## config.mk

```make
export PLATFORM = sky130hd
export DESIGN_NAME = frs_ctrl
export DESIGN_NICKNAME = d
export VERILOG_FILES = /design/src/sv/frs_pkg.sv /design/src/sv/frs_ctrl.sv
export SDC_FILE = /design/constraint.sdc
export NUM_CORES = 1
export LEC_CHECK = 0
export ABC_AREA = 1
export BUFFER_PORTS_ARGS = -buffer_cell sky130_fd_sc_hd__buf_4
export CAP_MARGIN = 20
export CELL_PAD_IN_SITES_DETAIL_PLACEMENT = 0
export CELL_PAD_IN_SITES_GLOBAL_PLACEMENT = 1
export CORE_UTILIZATION = 31
export CTS_CLUSTER_SIZE = 30
export DETAILED_ROUTE_END_ITERATION = 10
export GPL_ROUTABILITY_DRIVEN = 0
export GPL_TIMING_DRIVEN = 1
export PLACE_DENSITY = 0.85
export SLEW_MARGIN = 20
export SYNTH_ARGS = -nofsm -noshare
export SYNTH_HDL_FRONTEND = slang
export SYNTH_SLANG_ARGS = --single-unit
export TNS_END_PERCENT = 20
```

## constraint.sdc

```tcl
create_clock -name clock -period 2 [get_ports clock]
set_input_delay 0.4 -clock clock [delete_from_list [all_inputs] [get_ports clock]]
set_output_delay 0.4 -clock clock [all_outputs]
set_load 0.005 [all_outputs]
```

## src/sv/frs_pkg.sv

```systemverilog
// ----------------------------------------------------------------------------
// frs_pkg
// Shared types, constants and register map of the relaxation step block.
// ----------------------------------------------------------------------------
package frs_pkg;

   // vector geometry
   localparam int N_COMP         = 5;
   localparam int DEF_COMPONENTS = 5;
   localparam int DEF_MAX_ITEMS  = 1048576;

   // fixed-point constants
   localparam logic [31:0] DT_RESET     = 32'd167772;
   localparam logic [25:0] ONE_Q24      = 26'd16777216;
   localparam logic [24:0] ALPHA_MAX    = 25'h1FF_FFFF;
   localparam int          RESET_PERIOD = 500;
   localparam int          DIV_STEPS    = 96;

   // register defaults
   localparam logic [24:0] DEF_ALPHA_START = 25'd16609444;
   localparam logic [24:0] DEF_ALPHA_DECAY = 25'd15099494;
   localparam logic [24:0] DEF_ALPHA_FLOOR = 25'd0;
   localparam logic [31:0] DEF_STEP_GROW   = 32'd17616077;
   localparam logic [24:0] DEF_STEP_SHRINK = 25'd15938355;
   localparam logic [31:0] DEF_STEP_CEIL   = 32'd1677722;
   localparam logic [31:0] DEF_STEP_FLOOR  = 32'd0;
   localparam logic [15:0] DEF_MIN_POS     = 16'd5;

   // register indexes
   localparam logic [2:0] REG_ALPHA_START = 3'd0;
   localparam logic [2:0] REG_ALPHA_DECAY = 3'd1;
   localparam logic [2:0] REG_ALPHA_FLOOR = 3'd2;
   localparam logic [2:0] REG_STEP_GROW   = 3'd3;
   localparam logic [2:0] REG_STEP_SHRINK = 3'd4;
   localparam logic [2:0] REG_STEP_CEIL   = 3'd5;
   localparam logic [2:0] REG_STEP_FLOOR  = 3'd6;
   localparam logic [2:0] REG_MIN_POS     = 3'd7;

   // item and result kinds
   localparam logic ACT_REDUCE   = 1'b0;
   localparam logic ACT_MIX      = 1'b1;
   localparam logic KIND_VEL     = 1'b0;
   localparam logic KIND_SUMMARY = 1'b1;

   typedef enum logic [3:0] {
      ST_IDLE, ST_DISP, ST_RED, ST_RED_WAIT, ST_SQRT_F, ST_DIV_PEAK,
      ST_DIV_SCALE, ST_SQRT_S, ST_GAIN, ST_PROD, ST_APPLY, ST_MIX,
      ST_MIX_WAIT, ST_OUT
   } state_type;

   typedef enum logic [1:0] {MUL_RED, MUL_MIX, MUL_GAIN, MUL_UPD} mul_op_type;
   typedef enum logic {SQ_FNORM, SQ_QUOT} sqrt_sel_type;
   typedef enum logic {DV_PEAK, DV_SCALE} div_sel_type;

   typedef struct packed {
      logic [24:0] alpha_start;
      logic [24:0] alpha_decay;
      logic [24:0] alpha_floor;
      logic [31:0] step_grow;
      logic [24:0] step_shrink;
      logic [31:0] step_ceiling;
      logic [31:0] step_floor;
      logic [15:0] min_positive_steps;
   } cfg_type;

   typedef struct packed {
      logic         capture;
      logic         mul_en;
      mul_op_type   mul_op;
      logic         issue;
      logic [2:0]   comp;
      logic         sqrt_start;
      sqrt_sel_type sqrt_sel;
      logic         div_start;
      div_sel_type  div_sel;
      logic         peak_load;
      logic         scale_load;
      logic         gain_load;
      logic         apply;
      logic         out_load;
   } cmd_type;

   typedef struct packed {
      logic action;
      logic last;
      logic pipe_busy;
      logic sqrt_busy;
      logic sqrt_done;
      logic div_busy;
      logic div_done;
      logic fnorm_zero;
      logic out_free;
   } status_type;

endpackage

```

## src/sv/frs_ctrl.sv

```systemverilog
// ----------------------------------------------------------------------------
// frs_ctrl
// Sequencer: steps components through the multiplier bank and runs the
// square root, divide and update steps at the end of a reduce pass.
// ----------------------------------------------------------------------------
module frs_ctrl (
   input  logic                clock,
   input  logic                reset,
   input  logic                req_tvalid,
   output logic                req_tready,
   output frs_pkg::cmd_type    cmd,
   input  frs_pkg::status_type status
);
   import frs_pkg::*;

   state_type  state_ff, state_in;
   logic [2:0] comp_ff, comp_in;

   // state register
   always_ff @(posedge clock) begin
      if (reset) begin
         state_ff <= ST_IDLE;
         comp_ff  <= '0;
      end else begin
         state_ff <= state_in;
         comp_ff  <= comp_in;
      end
   end

   // next state and commands
   always_comb begin
      state_in       = state_ff;
      comp_in        = comp_ff;
      cmd            = '0;
      cmd.comp       = comp_ff;
      cmd.mul_op     = MUL_RED;
      cmd.sqrt_sel   = SQ_FNORM;
      cmd.div_sel    = DV_PEAK;
      req_tready     = 1'b0;
      unique case (state_ff)
         ST_IDLE: begin
            req_tready  = 1'b1;
            cmd.capture = req_tvalid;
            if (req_tvalid) state_in = ST_DISP;
         end
         ST_DISP: begin
            comp_in  = '0;
            state_in = (status.action == ACT_MIX) ? ST_MIX : ST_RED;
         end
         ST_RED, ST_MIX: begin
            cmd.mul_en = 1'b1;
            cmd.issue  = 1'b1;
            cmd.mul_op = (state_ff == ST_MIX) ? MUL_MIX : MUL_RED;
            comp_in    = comp_ff + 3'd1;
            if (comp_ff == 3'(N_COMP - 1)) begin
               comp_in  = '0;
               state_in = (state_ff == ST_MIX) ? ST_MIX_WAIT : ST_RED_WAIT;
            end
         end
         ST_RED_WAIT: begin
            if (!status.pipe_busy) begin
               if (status.last) begin
                  cmd.sqrt_start = 1'b1;
                  cmd.sqrt_sel   = SQ_FNORM;
                  state_in       = ST_SQRT_F;
               end else begin
                  state_in = ST_IDLE;
               end
            end
         end
         ST_SQRT_F: begin
            if (status.sqrt_done) begin
               cmd.div_start = 1'b1;
               cmd.div_sel   = DV_PEAK;
               state_in      = ST_DIV_PEAK;
            end
         end
         ST_DIV_PEAK: begin
            if (status.div_done) begin
               cmd.peak_load = 1'b1;
               if (status.fnorm_zero) begin
                  cmd.scale_load = 1'b1;
                  state_in       = ST_GAIN;
               end else begin
                  cmd.div_start = 1'b1;
                  cmd.div_sel   = DV_SCALE;
                  state_in      = ST_DIV_SCALE;
               end
            end
         end
         ST_DIV_SCALE: begin
            cmd.div_sel = DV_SCALE;
            if (status.div_done) begin
               cmd.sqrt_start = 1'b1;
               cmd.sqrt_sel   = SQ_QUOT;
               state_in       = ST_SQRT_S;
            end
         end
         ST_SQRT_S: begin
            if (status.sqrt_done) begin
               cmd.scale_load = 1'b1;
               state_in       = ST_GAIN;
            end
         end
         ST_GAIN: begin
            cmd.mul_en = 1'b1;
            cmd.mul_op = MUL_GAIN;
            state_in   = ST_PROD;
         end
         ST_PROD: begin
            cmd.mul_en    = 1'b1;
            cmd.mul_op    = MUL_UPD;
            cmd.gain_load = 1'b1;
            state_in      = ST_APPLY;
         end
         ST_APPLY: begin
            if (status.out_free) begin
               cmd.apply = 1'b1;
               state_in  = ST_IDLE;
            end
         end
         ST_MIX_WAIT: begin
            if (!status.pipe_busy) state_in = ST_OUT;
         end
         ST_OUT: begin
            if (status.out_free) begin
               cmd.out_load = 1'b1;
               state_in     = ST_IDLE;
            end
         end
         default: begin
            state_in = ST_IDLE;
         end
      endcase
   end

`ifndef SYNTH
   // a result is only written into a free output register
   assert property (@(posedge clock) disable iff (reset)
      (cmd.out_load || cmd.apply) |-> status.out_free)
      else $error("result written while output register occupied");

   // iterative units are never restarted while running
   assert property (@(posedge clock) disable iff (reset)
      (!cmd.div_start || !status.div_busy) && (!cmd.sqrt_start || !status.sqrt_busy))
      else $error("iterative unit restarted while busy");

   // an accepted item is dispatched on the next cycle
   assert property (@(posedge clock) disable iff (reset)
      (req_tvalid && req_tready) |=> (state_ff == ST_DISP))
      else $error("accepted item not dispatched");

   // the step update only runs with the mix pipeline empty
   assert property (@(posedge clock) disable iff (reset)
      cmd.apply |-> !status.pipe_busy)
      else $error("step update during pipeline activity");
`endif
endmodule

```

# [Yosys cells after proc, flatten, opt, wreduce, memory -nomap -nowiden]
# Cells that the tools add are included.
[word_totals] ff_bits=7 latch_bits=0 mem_count=0 elab_cells=69 ram_bits=0 romBits=0 output_inout_bits=18
[classes] n_mul=0 muxes=38 shift=0 reduce_logical=5 n_eq_ne=23 bitwise=0 n_addsub=1 n_div=0 n_lt_le_gt_ge=0
[ops] cell="$mux W4" count=13
[ops] cell="$pmux W4 S12" count=1
[ops] cell="$eq A4 B4 Y1 const B" count=6
[ops] cell="$eq A4 B3 Y1 const B" count=4
[ops] cell="$ne A2 B2 Y1 const B" count=8
[ops] cell="$mux W1" count=11
[ops] cell="$mux W2" count=5
[ops] cell="$pmux W3 S3" count=1
[ops] cell="$reduce_and A9 Y1" count=1
[ops] cell="$eq A4 B2 Y1 const B" count=2
[ops] cell="$mux W3" count=2
[ops] cell="$pmux W3 S2" count=1
[ops] cell="$eq A4 B1 Y1 const B" count=1
[ops] cell="$logic_not A4 Y1" count=1
[ops] cell="$pmux W1 S2" count=2
[ops] cell="$pmux W2 S2" count=1
[ops] cell="$reduce_or A2 Y1" count=2
[ops] cell="$add A3 B1 Y3 const B" count=1
[ops] cell="$eq A3 B3 Y1 const B" count=1
[ops] cell="$pmux W1 S3" count=1
[ops] cell="$ne A2 B1 Y1 const B" count=1
[ops] cell="$reduce_bool A2 Y1" count=1

# [Logic depth before layout (Yosys ltp)]
[logic_depth] ltp_word=4 ltp_mapped=10 ltp_nobuf=10

# [Worst setup path before layout]
# OpenSTA, ideal clock, no wires.
[synth_timing] path_type="reg2out" start="register state_ff[2]" end="output port cmd[3] (netlist name)" n_path_buf=0 setup_slack_ps=610 path_stages_with_launch=7 arrival_time_ps=990 path_cell_list="dfxtp_1 > inv_2 > nor2_2 > nand2_2 > inv_1 > nand2_1 > o22ai_1"
[synth_rtl] item="from (decl)" line_no="frs_ctrl.sv:16" rtl="state_type state_ff, state_in;"
[synth_rtl] item="from (signal assigned)" line_no="frs_ctrl.sv:25" rtl="state_ff <= state_in;"
[synth_rtl] item="to (decl)" line_no="frs_ctrl.sv:11" rtl="output frs_pkg::cmd_type cmd,"

==> run metrics <==
status complete, no violations; I/O Buffers 27; clock-pin slew on the worst setup and hold paths ~0.050 ns; worst-skew pair later-pin latency between 0.2 and 0.3 ns; Routed Antenna Nets 0; max-cap violation count 0; number of stages on the worst setup path 7; most frequent cells in the layout nand2_1, buf_4, nor2_1, inv_1, nand3_1; Longest Clk Path Bufs 2; core area 2020 µm²; top cells by area, synth dfxtp_1, nand2_1, nor2_1; sequential cell area between 100 and 150 µm²; yosys warns 0; most common cell after layout, fill and taps aside nand2_1; initial antenna violation count 0; GR Overflow Total 0; first-pass GRT wire length 2.86 mm; crit start category flop; Die W 49.1 µm; layout cell share with drive strength beyond 1 0.340; Fin Setup TNS 0 ns; Worst path top cell family by delay flip-flops; via count 824; cts hold-fix bufs 0; Syn Nets 139; CTS buffer count 3; Seq/Total Area, Yosys 0.204; fin nets 171; Pre-antenna DRT Iters 4; Power Density 1070 nW/µm²; Syn Std Cell Area 687 µm²; Worst Max-Slew Pin Slew 0.249 ns; flops & latches, synth 7; diodes inserted 0; Hold Path Depth 2; dpl hpwl 1.50 mm; delay of the slowest cell on the worst path roughly 0.43 ns; area share of the largest cell type after synthesis 0.204; complex-gate fraction of the synthesized area 0.0947; Post-Synth XOR/XNOR Area 0.0128; Total GRT Usage 0.153; unrepaired setup endpoints after global routing false; period utilisation layout 0.930; Setup WS post-layout 0.140 ns; pre-CTS setup slack 0.381 ns; vias in the first global route just over 700; io pins 30; final wirelength 1.77 mm; CP Cell Sequence inv_2 -> nor2_2 -> nand2_2 -> inv_1 -> nand2_1 -> o22ai_1 -> buf_4; Final Hold Viols 0; DRC 0; worst path buffer plus inverter count 3; footprint of the multi-input gates 472 µm²; peak supply drop 0.409 mV; cell taking the most area after synthesis dfxtp_1; largest net degree at the start of global routing 8; fin crit period 1.86 ns; clock root buffer clkbuf_4; data required time of the critical path roughly 1.6 ns; Slew Limit Fails 0; critical path class reg2out; CTS tree done; Synth Area in Simple Gates 0.543; Sink Count 7; fmax 538 MHz; syn_area_per_cell 5.50 µm²; drt wl/cell approximately 9.6 µm; Hold Crit Class in2reg; Post-CTS Setup Inserts 0; leakage power 0.541 nW; DRT iter0 DRCs 15; number of vias per cell 4.50; H-tree depth 1; setup violators final 0; die area 2410 µm²; Worst Reg-to-Reg Cells 9; Synth Area in Adders 0.0364; Unique masters post-synth 18; Fillers 239; critical path arrival 1.46 ns; starting density of the core 0.340; clock skew 0.00594 ns; num rows 16; largest family of logic cells by synthesized area simple AND/OR/NAND/NOR gates; Slew headroom 0.832; Post-Syn Instances 125; Slowest-stage cell, CP dfxtp_1; Layout area overhead 38.4%; crit path max fanout 6; multiplexer area fraction after synthesis 0; CP endpoint kind output pin; die height 49.1 µm
[logic make-up after synthesis]
group / Yosys count
buffers and inverters: 20
adder cells (fa/ha/maj): 2
flip-flops: 7
AND/OR/NAND/NOR: 83
AO/OA/AOI/OAI: 12
XOR/XNOR: 1
[final cells by class]
| cell class | instances | share of cell area |
|---|---|---|
| multi-input cells | 98 | 0.496 |
| repair buffers | 27 | 0.213 |
| flip-flops and latches | 7 | 0.149 |
| inverters | 20 | 0.0789 |
| well taps | 27 | 0.0355 |
| clock buffers | 4 | 0.0276 |
[power by group]
group	internal, mW	leakage [nW]	total [mW]	switching [mW]
clock network	0.0761	0.0150	0.128	0.0517
registers	0.180	0.0577	0.236	0.0561
logic	0.264	0.469	0.655	0.390
total	0.521	0.541	1.02	0.498
[what timing repair did]
item / 4_1_cts / 5_1_grt
endpoints found under the hold margin: 0 / 0
gates resized for setup: 0 / 1
endpoints found under the setup margin: 0 / 1
[routing by layer]
layer / global-route usage / vias to the layer above / wire length (µm)
met2: 0.260 / 27 / 803
met5: 0 / - / 0
li1: - / 450 / -
met3: 0.00935 / 4 / 80
met4: 0.0882 / 0 / 23
met1: 0.189 / 343 / 858
[metrics by stage]
| step | total power [mW] | instances | utilization | instance area (µm²) | hold WS [ns] |
|---|---|---|---|---|---|
| final | 1.02 | 183 | 0.470 | 951 | 0.313 |
| after global routing | 1.14 | 183 | 0.470 | 951 | 0.307 |
| after CTS | 1.03 | 183 | 0.470 | 950 | 0.306 |
| after detailed placement | 0.893 | 179 | 0.457 | 923 | 0.511 |
| after global placement | 0.892 | 179 | 0.457 | 923 | 0.506 |
| after floorplan | 0.678 | 125 | - | 687 | 0.469 |
[synthesized netlist by cell type]
| master | instances |
|---|---|
| nand2_1 | 31 |
| nor2_1 | 23 |
| inv_1 | 12 |
| nand3_1 | 12 |
| nand2_2 | 9 |
| dfxtp_1 | 7 |
| inv_2 | 6 |
| nor2_2 | 6 |
| o21ai_0 | 5 |
| a21oi_1 | 3 |
| clkinv_1 | 2 |
| ha_1 | 2 |
| o22ai_1 | 2 |
| nand2_4 | 1 |
| nor3_1 | 1 |
| o211ai_1 | 1 |
| o21ai_1 | 1 |
| xor2_1 | 1 |
[registers in the layout (all words and copies together) (netlist names)]
name      cells
comp_ff       3
state_ff      4
[path summary, 6_finish.rpt]
path | from | endpoint | slack, ns
min reg2reg | comp_ff[0]$_SDFFE_PP0P_ | comp_ff[0]$_SDFFE_PP0P_ | 0.52
min | reset | comp_ff[2]$_SDFFE_PP0P_ | 0.31
max | state_ff[2]$_SDFFE_PP0P_ | cmd[3] | 0.14
max reg2reg | state_ff[3]$_SDFFE_PP0P_ | state_ff[1]$_SDFFE_PP0P_ | 0.63
Note: power is estimated with default switching activity, not from simulation.
